<file path="src/sv/dsdeq_pkg.sv">
// ----------------------------------------------------------------------------
// dsdeq_pkg
// Shared types and constants for the dual switch debouncer with event queue.
// ----------------------------------------------------------------------------
`default_nettype none

package dsdeq_pkg;

  // Field and register widths
  localparam int TIME_W     = 32;
  localparam int PERIOD_W   = 16;
  localparam int TICKS_W    = 4;
  localparam int NUM_SW     = 2;
  localparam int CFG_IDX_W  = 2;
  localparam int CFG_DATA_W = 16;
  localparam int EVT_W      = 2;

  // Register indexes
  localparam logic [CFG_IDX_W-1:0] CFG_SAMPLE_PERIOD = 2'd0;
  localparam logic [CFG_IDX_W-1:0] CFG_DEBOUNCE      = 2'd1;

  // Register reset values
  localparam logic [PERIOD_W-1:0] PERIOD_RST = 16'd10;
  localparam logic [TICKS_W-1:0]  TICKS_RST  = 4'd3;

  // Request modes
  localparam logic [1:0] MODE_INIT = 2'd0;
  localparam logic [1:0] MODE_TICK = 2'd1;
  localparam logic [1:0] MODE_POP  = 2'd2;

  // Queue sizes
  localparam int QUEUE_DEPTH_DEF = 8;
  localparam int CMD_DEPTH       = 2;

  typedef struct packed {
    logic [1:0]        mode;
    logic [TIME_W-1:0] now_ms;
    logic              button_level;
    logic              sw2_level;
  } req_t;

  typedef struct packed {
    logic event_valid;
    logic event_source;
    logic event_level;
    logic event_pressed;
  } evt_t;

  typedef enum logic [1:0] {
    OP_INIT = 2'd0,
    OP_PUSH = 2'd1,
    OP_POP  = 2'd2
  } cmd_op_t;

  // Command passed from the debounce front end to the event queue
  typedef struct packed {
    cmd_op_t           op;
    logic [NUM_SW-1:0] push_valid;
    logic [NUM_SW-1:0] push_level;
  } cmd_t;

endpackage

`default_nettype wire

</file>
<file path="src/sv/dual_switch_debouncer_event_queue_top.sv">
// ----------------------------------------------------------------------------
// dual_switch_debouncer_event_queue_top
// Debounces a button and a second switch and queues their change events.
//
//   Channel | Direction | Handshake         | Payload
//   --------+-----------+-------------------+-----------------------------
//   req     | in        | req_valid/stall   | mode, now_ms, levels
//   evt     | out       | evt_valid/stall   | event valid/source/level/pressed
//   cfg     | in        | cfg_we            | cfg_index, cfg_data
//
// One request is taken per cycle while req_stall is low. A pop result passes
// through the command queue and comes out of the event store's read
// register. A tick that moves both switches at once writes its two events
// in turn in the event queue (one store write port).
// Reset empties the queue and restores the default configuration; there is no
// clearing pass. evt_stall holds the result and backs up through the
// two-entry command queue to req_stall.
// ----------------------------------------------------------------------------
`default_nettype none

module dual_switch_debouncer_event_queue_top import dsdeq_pkg::*; #(
  parameter int QUEUE_DEPTH = QUEUE_DEPTH_DEF
) (
  input  wire logic                  clk,
  input  wire logic                  rst,
  input  wire logic                  cfg_we,
  input  wire logic [CFG_IDX_W-1:0]  cfg_index,
  input  wire logic [CFG_DATA_W-1:0] cfg_data,
  input  wire logic                  req_valid,
  output logic                       req_stall,
  input  wire req_t                  req,
  output logic                       evt_valid,
  input  wire logic                  evt_stall,
  output evt_t                       evt
);

  logic cmd_valid;
  cmd_t cmd;
  logic cmd_full;
  logic head_valid;
  cmd_t head;
  logic head_pop;

  dsdeq_front u_front (
    .clk       (clk),
    .rst       (rst),
    .cfg_we    (cfg_we),
    .cfg_index (cfg_index),
    .cfg_data  (cfg_data),
    .req_valid (req_valid),
    .req_stall (req_stall),
    .req       (req),
    .cmd_full  (cmd_full),
    .cmd_valid (cmd_valid),
    .cmd       (cmd)
  );

  dsdeq_cmd_fifo u_cmd_fifo (
    .clk        (clk),
    .rst        (rst),
    .push       (cmd_valid),
    .push_cmd   (cmd),
    .full       (cmd_full),
    .pop        (head_pop),
    .head_valid (head_valid),
    .head       (head)
  );

  dsdeq_back #(
    .QUEUE_DEPTH (QUEUE_DEPTH)
  ) u_back (
    .clk        (clk),
    .rst        (rst),
    .head_valid (head_valid),
    .head       (head),
    .head_pop   (head_pop),
    .evt_valid  (evt_valid),
    .evt_stall  (evt_stall),
    .evt        (evt)
  );

endmodule

`default_nettype wire

</file>
<file path="src/sv/dsdeq_ram.sv">
// ----------------------------------------------------------------------------
// dsdeq_ram
// Generic single-write, single-read RAM with registered read data.
// ----------------------------------------------------------------------------
`default_nettype none

module dsdeq_ram #(
  parameter int WIDTH = 2,
  parameter int DEPTH = 8
) (
  input  wire logic                     clk,
  input  wire logic                     we,
  input  wire logic [$clog2(DEPTH)-1:0] waddr,
  input  wire logic [WIDTH-1:0]         wdata,
  input  wire logic                     re,
  input  wire logic [$clog2(DEPTH)-1:0] raddr,
  output logic      [WIDTH-1:0]         rdata
);

  logic [WIDTH-1:0] mem [DEPTH];

  // Write port
  always_ff @(posedge clk) begin
    if (we) begin
      mem[waddr] <= wdata;
    end
  end

  // Registered read, held while not enabled
  always_ff @(posedge clk) begin
    if (re) begin
      rdata <= mem[raddr];
    end
  end

endmodule

`default_nettype wire

</file>
<file path="src/sv/dsdeq_front.sv">
// ----------------------------------------------------------------------------
// dsdeq_front
// Accepts requests, keeps the per-switch debounce state and the sample time,
// and turns each request into a queue command (init, push, pop).
// ----------------------------------------------------------------------------
`default_nettype none

module dsdeq_front import dsdeq_pkg::*; (
  input  wire logic                  clk,
  input  wire logic                  rst,
  input  wire logic                  cfg_we,
  input  wire logic [CFG_IDX_W-1:0]  cfg_index,
  input  wire logic [CFG_DATA_W-1:0] cfg_data,
  input  wire logic                  req_valid,
  output logic                       req_stall,
  input  wire req_t                  req,
  input  wire logic                  cmd_full,
  output logic                       cmd_valid,
  output cmd_t                       cmd
);

  logic [PERIOD_W-1:0]             sample_period;
  logic [TICKS_W-1:0]              debounce_ticks;
  logic [TIME_W-1:0]               last_sample_time;
  logic [NUM_SW-1:0]               stable;
  logic [NUM_SW-1:0]               cand;
  logic [NUM_SW-1:0][TICKS_W-1:0]  cnt;

  logic [NUM_SW-1:0]               stable_next;
  logic [NUM_SW-1:0]               cand_next;
  logic [NUM_SW-1:0][TICKS_W-1:0]  cnt_next;
  logic [NUM_SW-1:0]               push_v;
  logic [NUM_SW-1:0]               raw;
  logic [TIME_W-1:0]               elapsed;
  logic                            due;
  logic                            accept;
  logic                            is_init;
  logic                            is_tick;

  assign req_stall = cmd_full;
  assign accept    = req_valid && !cmd_full;
  assign raw       = {req.sw2_level, req.button_level};
  assign is_init   = (req.mode == MODE_INIT);
  assign is_tick   = (req.mode == MODE_TICK);

  // Sample only once the wrapped elapsed time reaches the period
  assign elapsed = req.now_ms - last_sample_time;
  assign due     = (elapsed >= {{(TIME_W-PERIOD_W){1'b0}}, sample_period});

  // Per-switch debounce step, button first, second switch after it
  always_comb begin
    logic [TICKS_W-1:0] inc;
    for (int i = 0; i < NUM_SW; i++) begin
      stable_next[i] = stable[i];
      cand_next[i]   = cand[i];
      cnt_next[i]    = cnt[i];
      push_v[i]      = 1'b0;
      inc            = cnt[i];
      if (raw[i] != cand[i]) begin
        // restart the run on a level change
        cand_next[i] = raw[i];
        cnt_next[i]  = TICKS_W'(1);
      end else begin
        if (cnt[i] < debounce_ticks) begin
          inc = cnt[i] + TICKS_W'(1);
        end
        cnt_next[i] = inc;
        if (inc >= debounce_ticks && stable[i] != cand[i]) begin
          stable_next[i] = cand[i];
          push_v[i]      = 1'b1;
        end
      end
    end
  end

  // Build the queue command
  always_comb begin
    cmd_valid       = 1'b0;
    cmd.op          = OP_INIT;
    cmd.push_valid  = '0;
    cmd.push_level  = cand;
    case (req.mode)
      MODE_INIT: begin
        cmd_valid = accept;
        cmd.op    = OP_INIT;
      end
      MODE_TICK: begin
        cmd_valid      = accept && due && (|push_v);
        cmd.op         = OP_PUSH;
        cmd.push_valid = push_v;
      end
      MODE_POP: begin
        cmd_valid = accept;
        cmd.op    = OP_POP;
      end
      default: begin
        cmd_valid = 1'b0;
      end
    endcase
  end

  // Configuration registers
  always_ff @(posedge clk) begin
    if (rst) begin
      sample_period  <= PERIOD_RST;
      debounce_ticks <= TICKS_RST;
    end else if (cfg_we) begin
      case (cfg_index)
        CFG_SAMPLE_PERIOD: sample_period  <= cfg_data[PERIOD_W-1:0];
        CFG_DEBOUNCE:      debounce_ticks <= cfg_data[TICKS_W-1:0];
        default: ;
      endcase
    end
  end

  // Debounce state
  always_ff @(posedge clk) begin
    if (rst) begin
      last_sample_time <= '0;
      stable           <= '1;
      cand             <= '1;
      cnt              <= '0;
    end else if (accept) begin
      if (is_init) begin
        last_sample_time <= req.now_ms;
        stable           <= raw;
        cand             <= raw;
        cnt              <= '0;
      end else if (is_tick && due) begin
        last_sample_time <= req.now_ms;
        stable           <= stable_next;
        cand             <= cand_next;
        cnt              <= cnt_next;
      end
    end
  end

endmodule

`default_nettype wire

</file>
<file path="src/sv/dsdeq_cmd_fifo.sv">
// ----------------------------------------------------------------------------
// dsdeq_cmd_fifo
// Short command queue between the debounce front end and the event queue.
// ----------------------------------------------------------------------------
`default_nettype none

module dsdeq_cmd_fifo import dsdeq_pkg::*; (
  input  wire logic clk,
  input  wire logic rst,
  input  wire logic push,
  input  wire cmd_t push_cmd,
  output logic      full,
  input  wire logic pop,
  output logic      head_valid,
  output cmd_t      head
);

  localparam int CP_W = (CMD_DEPTH > 1) ? $clog2(CMD_DEPTH) : 1;
  localparam int CC_W = $clog2(CMD_DEPTH + 1);

  cmd_t            entries [CMD_DEPTH];
  logic [CP_W-1:0] wr_ptr;
  logic [CP_W-1:0] rd_ptr;
  logic [CC_W-1:0] count;
  logic            do_push;
  logic            do_pop;

  assign full       = (count == CC_W'(CMD_DEPTH));
  assign head_valid = (count != '0);
  assign head       = entries[rd_ptr];
  assign do_push    = push && !full;
  assign do_pop     = pop && head_valid;

  // Store incoming commands
  always_ff @(posedge clk) begin
    if (do_push) begin
      entries[wr_ptr] <= push_cmd;
    end
  end

  // Advance pointers and occupancy
  always_ff @(posedge clk) begin
    if (rst) begin
      wr_ptr <= '0;
      rd_ptr <= '0;
      count  <= '0;
    end else begin
      if (do_push) begin
        wr_ptr <= (wr_ptr == CP_W'(CMD_DEPTH - 1)) ? '0 : wr_ptr + CP_W'(1);
      end
      if (do_pop) begin
        rd_ptr <= (rd_ptr == CP_W'(CMD_DEPTH - 1)) ? '0 : rd_ptr + CP_W'(1);
      end
      if (do_push && !do_pop) begin
        count <= count + CC_W'(1);
      end else if (do_pop && !do_push) begin
        count <= count - CC_W'(1);
      end
    end
  end

endmodule

`default_nettype wire

</file>
<file path="src/sv/dsdeq_back.sv">
// ----------------------------------------------------------------------------
// dsdeq_back
// Carries out queue commands on the event store: clear, push (one or two
// events, dropped when full) and pop into the output register.
// ----------------------------------------------------------------------------
`default_nettype none

module dsdeq_back import dsdeq_pkg::*; #(
  parameter int QUEUE_DEPTH = QUEUE_DEPTH_DEF
) (
  input  wire logic clk,
  input  wire logic rst,
  input  wire logic head_valid,
  input  wire cmd_t head,
  output logic      head_pop,
  output logic      evt_valid,
  input  wire logic evt_stall,
  output evt_t      evt
);

  localparam int PTR_W  = $clog2(QUEUE_DEPTH);
  localparam int QCNT_W = $clog2(QUEUE_DEPTH + 1);

  logic [PTR_W-1:0]  rd_ptr;
  logic [PTR_W-1:0]  wr_ptr;
  logic [QCNT_W-1:0] count;
  logic              first_done;
  logic              res_empty;

  logic              sel_second;
  logic              push_last;
  logic [EVT_W-1:0]  push_data;
  logic              q_full;
  logic              q_empty;
  logic              do_init;
  logic              do_push;
  logic              do_pop;
  logic              wr_en;
  logic              rd_en;
  logic [EVT_W-1:0]  rdata;

  assign q_full  = (count == QCNT_W'(QUEUE_DEPTH));
  assign q_empty = (count == '0);

  // Pick the switch whose event goes in this cycle, button first
  assign sel_second = first_done || !head.push_valid[0];
  assign push_last  = sel_second || !head.push_valid[1];
  assign push_data  = sel_second ? {1'b1, head.push_level[1]}
                                 : {1'b0, head.push_level[0]};

  // Decode the head command
  always_comb begin
    do_init  = 1'b0;
    do_push  = 1'b0;
    do_pop   = 1'b0;
    head_pop = 1'b0;
    if (head_valid) begin
      case (head.op)
        OP_INIT: begin
          do_init  = 1'b1;
          head_pop = 1'b1;
        end
        OP_PUSH: begin
          do_push  = 1'b1;
          head_pop = push_last;
        end
        OP_POP: begin
          do_pop   = !evt_valid || !evt_stall;
          head_pop = do_pop;
        end
        default: begin
          head_pop = 1'b1;
        end
      endcase
    end
  end

  assign wr_en = do_push && !q_full;
  assign rd_en = do_pop && !q_empty;

  dsdeq_ram #(
    .WIDTH (EVT_W),
    .DEPTH (QUEUE_DEPTH)
  ) u_store (
    .clk   (clk),
    .we    (wr_en),
    .waddr (wr_ptr),
    .wdata (push_data),
    .re    (rd_en),
    .raddr (rd_ptr),
    .rdata (rdata)
  );

  // Pointers, occupancy and push sequencing
  always_ff @(posedge clk) begin
    if (rst) begin
      rd_ptr     <= '0;
      wr_ptr     <= '0;
      count      <= '0;
      first_done <= 1'b0;
      evt_valid  <= 1'b0;
    end else begin
      if (do_init) begin
        rd_ptr <= '0;
        wr_ptr <= '0;
        count  <= '0;
      end else if (wr_en) begin
        wr_ptr <= (wr_ptr == PTR_W'(QUEUE_DEPTH - 1)) ? '0 : wr_ptr + PTR_W'(1);
        count  <= count + QCNT_W'(1);
      end else if (rd_en) begin
        rd_ptr <= (rd_ptr == PTR_W'(QUEUE_DEPTH - 1)) ? '0 : rd_ptr + PTR_W'(1);
        count  <= count - QCNT_W'(1);
      end
      if (do_push) begin
        first_done <= !push_last;
      end
      // Output register: load on pop, drop on transfer
      if (do_pop) begin
        evt_valid <= 1'b1;
      end else if (!evt_stall) begin
        evt_valid <= 1'b0;
      end
    end
  end

  // Empty-queue marker for the result held in the read register
  always_ff @(posedge clk) begin
    if (do_pop) begin
      res_empty <= q_empty;
    end
  end

  assign evt.event_valid   = !res_empty;
  assign evt.event_source  = !res_empty && rdata[1];
  assign evt.event_level   = !res_empty && rdata[0];
  assign evt.event_pressed = !res_empty && !rdata[0];

endmodule

`default_nettype wire

</file>
<file path="config.mk">
export PLATFORM = sky130hd
export DESIGN_NAME = dual_switch_debouncer_event_queue_top
export DESIGN_NICKNAME = d
export VERILOG_FILES = /design/src/sv/dsdeq_pkg.sv /design/src/sv/dual_switch_debouncer_event_queue_top.sv /design/src/sv/dsdeq_ram.sv /design/src/sv/dsdeq_front.sv /design/src/sv/dsdeq_cmd_fifo.sv /design/src/sv/dsdeq_back.sv
export SDC_FILE = /design/constraint.sdc
export NUM_CORES = 1
export LEC_CHECK = 0
export BUFFER_PORTS_ARGS = -buffer_cell sky130_fd_sc_hd__buf_2
export CORE_MARGIN = 2
export CORE_UTILIZATION = 35
export DETAILED_ROUTE_END_ITERATION = 6
export SYNTH_ARGS = -nofsm -noshare
export SYNTH_HDL_FRONTEND = slang
export SYNTH_SLANG_ARGS = --single-unit
export TNS_END_PERCENT = 30
</file>
<file path="constraint.sdc">
create_clock -name clk -period 7.8 [get_ports clk]
set_input_delay 0.78 -clock clk [delete_from_list [all_inputs] [get_ports clk]]
set_output_delay 0.78 -clock clk [all_outputs]
set_load 0.01 [all_outputs]
</file>
==> impl_metrics.py <==
metrics = {
    "cells_and_area": {
        "final_common_cell": "a21oi_1",
        "seqCellArea_um2": 2550,
        "n_fill_cell": 2169,
        "multi_input_area_um2": 4620,
        "drive_gt1_frac": 0.119,
        "syn2layout_area_growth_pct": 10.9,
        "final_nets": 1079,
        "antenna-diode-count": 0,
        "final_cell_mix": "a21oi_1 (112), dfxtp_1 (81), nand2_1 (76)",
    },
    "sta": {
        "worstMarginPinSlew_ns": 0.998,
        "period_needed_ns": 5.81,
        "setup_violations": 0,
        "maxSlewViolCount": 0,
        "fmax_mhz": 172,
        "finalClockSkew_ns": 0.0160,
        "hold_violations": 0,
        "finalSetupTns_ns": 0,
        "maxSlewHeadroom": 0.332,
        "rsz0062_at_grt": "false",
        "timing.hold.ws_ns": 0.456,
        "min_period_over_period": 0.744,
    },
    "clock_network": {
        "cts_tree": "done",
        "numClockSinks": 112,
        "clk_pin_slew_worst_paths_ns": 0.07,
        "h-tree-depth": 3,
        "postCtsHoldBufs": 0,
        "postCtsSetupRepairBufs": 0,
        "numCtsBuffers": 9,
        "cts_max_path_buffers": 2,
        "clock_latency_ns": 0.37,
        "root_buffer": "clkbuf_16",
        "cts_resized": 0,
    },
    "worst_hold_path": {
        "hold_class": "flip-flop to flip-flop",
    },
    "detailed_routing": {
        "vias_per_cell": 5.29,
        "wl_per_cell_um": 15.1,
        "dr.pass1.iters": 5,
        "ant_nets": 0,
        "num_vias": 6486,
        "drcViolationCount": 0,
        "wirelength_mm": 18.5,
        "drtIter0Drc": 349,
    },
    "die": {
        "fp.dieH_um": 151,
        "die_x_um": 151,
        "ioPinCount": 65,
        "start_util": 0.359,
        "core_um2": 21200,
        "rows": 53,
        "die_area_um2": 22900,
    },
    "worst_setup_path": {
        "crit_type": "input port to flip-flop",
        "cp.arrival_ns": 6.01,
        "critPathMaxFanout": 24,
        "cp-start-kind": "input port",
        "endpoint_kind": "flip-flop",
        "cp.required_ns": 8.00,
    },
    "global_routing": {
        "antenna_found_initial": 0,
        "grt_pass1_wl_mm": 30.6,
        "grt_overflow": 0,
        "grt_max_degree": 79,
        "grt_pass1_vias": 6255,
        "grt_usage": 0.168,
    },
    "synthesis": {
        "synth_area_um2": 7590,
        "synth_edf_count": 31,
        "syn_inst": 907,
        "synthArstFlopShare": 0,
        "synth_top_area_share": 0.214,
        "synth_area_leaders": "dfxtp_1 (21%), edfxtp_1 (12%), ha_1 (12%)",
        "ys_types": 73,
        "muxShareOfSynthArea": 0.0415,
        "synth_compound_area_frac": 0.211,
        "yosys.area_share.simple": 0.190,
        "synth_top_area_cell": "dfxtp_1",
        "synthAdderAreaFrac": 0.126,
        "synth_top_family_by_area": "compound AO/OA/AOI/OAI gates",
        "syn-num-nets": 1041,
        "yosysWarnings": 0,
        "synthFlopType": "dfxtp_1",
        "synthXorXnorAreaFrac": 0.0392,
        "synth_seq_area_share": 0.336,
        "ys_seq_elements": 112,
        "synth.avg_cell_area_um2": 8.37,
    },
    "placed_design": {
        "gp_congestion": 0.898,
        "port_buffers": 64,
        "post-dp-hpwl_mm": 13.5,
    },
    "run": {
        "max_cap_viol_count": 0,
    },
    "power": {
        "p_leak_nw": 3.24,
        "powerDensity_nw_per_um2": 205,
        "finalPower_mw": 1.72,
        "vdd_drop_max_mv": 0.0993,
    },
    "outcome": {
        "status": "complete, no violations",
    },
}
## flip-flops by register name (all words and copies together), names as in the netlist, 2 cells and up, named ones only
name	count
u_back.rd_ptr	3
u_back.count	4
u_front.debounce_ticks	4
u_front.cand	2
u_front.cnt	8
u_front.sample_period	16
u_front.last_sample_time	32
u_front.stable	2
u_back.wr_ptr	3
u_back.u_store.mem	16
u_back.u_store.rdata	2
u_cmd_fifo.count	2
u_cmd_fifo.entries	12
## report_power, final
part,switching [mW],total [mW],internal (mW)
Combinational,0.325,0.556,0.231
Sequential,0.0395,0.695,0.655
Clock,0.230,0.472,0.241
## cell families after synthesis
group                    Yosys count
multiplexers                      24
AO/OA/AOI/OAI                    264
flip-flops                       112
XOR/XNOR                          34
buffers and inverters            109
adder cells (fa/ha/maj)           75
AND/OR/NAND/NOR                  289
## stage by stage
stage	worst slack, ns	instances	util	area [um^2]
CTS	2.05	1225	0.398	8420
finish	1.99	1225	0.398	8420
global placement	1.86	1209	0.384	8120
floorplan	2.57	907	-	7590
detailed placement	1.72	1209	0.384	8120
global route	1.69	1225	0.398	8420
## synth_stat cells, types with 5 or more instances
| library cell | count |
|---|---|
| nor2_1 | 63 |
| nor4_1 | 7 |
| clkbuf_1 | 32 |
| nor3b_1 | 7 |
| inv_1 | 68 |
| and2_1 | 6 |
| mux2_2 | 6 |
| ha_1 | 73 |
| nor3_1 | 21 |
| nand4_1 | 10 |
| a21o_1 | 13 |
| edfxtp_1 | 31 |
| nand4b_1 | 6 |
| nand3_1 | 40 |
| nand2b_1 | 16 |
| o21ai_0 | 68 |
| dfxtp_1 | 81 |
| mux2i_1 | 12 |
| nor2b_1 | 12 |
| xnor2_1 | 23 |
| a21oi_1 | 112 |
| mux4_2 | 5 |
| a211oi_1 | 9 |
| o21ai_1 | 14 |
| xor2_1 | 11 |
| o21a_1 | 7 |
| nand2_1 | 76 |
## final cells by class
cell class / instances / area share
Clock buffer: 11 / 0.0302
Clock inverter: 5 / 0.00535
Inverter: 68 / 0.0303
Multi-Input combinational cell: 686 / 0.549
Sequential cell: 112 / 0.303
Tap cell: 275 / 0.0408
Timing Repair Buffer: 68 / 0.0416
## worst paths after layout
kind,start,end,slack (ns),cells after the start
setup / recovery,req[2],u_front.last_sample_time[10]$_SDFFE_PP0P_,1.99,20
hold / removal,u_front.sample_period[11]$_SDFFE_PP0P_,u_front.sample_period[11]$_SDFFE_PP0P_,0.46,2
setup reg to reg,u_front.last_sample_time[0]$_SDFFE_PP0P_,u_front.last_sample_time[10]$_SDFFE_PP0P_,2.22,18
hold reg to reg,u_front.sample_period[11]$_SDFFE_PP0P_,u_front.sample_period[11]$_SDFFE_PP0P_,0.46,2
## routing by layer
metal | global-route usage | vias up | part of all wire
met5 | 0 | - | 0
met4 | 0.0523 | 0 | 0.014
met3 | 0.0268 | 15 | 0.033
met2 | 0.276 | 108 | 0.46
met1 | 0.225 | 3038 | 0.49
li1 | - | 3325 | -
## worst max-delay path, cell delays in order
cell	delay (ns)
buf_2	0.09
inv_1	0.04
ha_1	0.21
fa_1	0.42
and2b_1	0.25
o2111ai_1	0.24
a211oi_1	0.43
or2_1	0.23
xor2_1	0.18
ha_1	0.26
and4_1	0.18
a221oi_1	0.27
and3_1	0.19
nand4_1	0.09
a2111o_1	0.45
a2111oi_4	0.22
nand4_1	0.73
buf_4	0.53
nand3_1	0.13
a21oi_1	0.07
No activity file was read; power rests on OpenSTA's default activity.
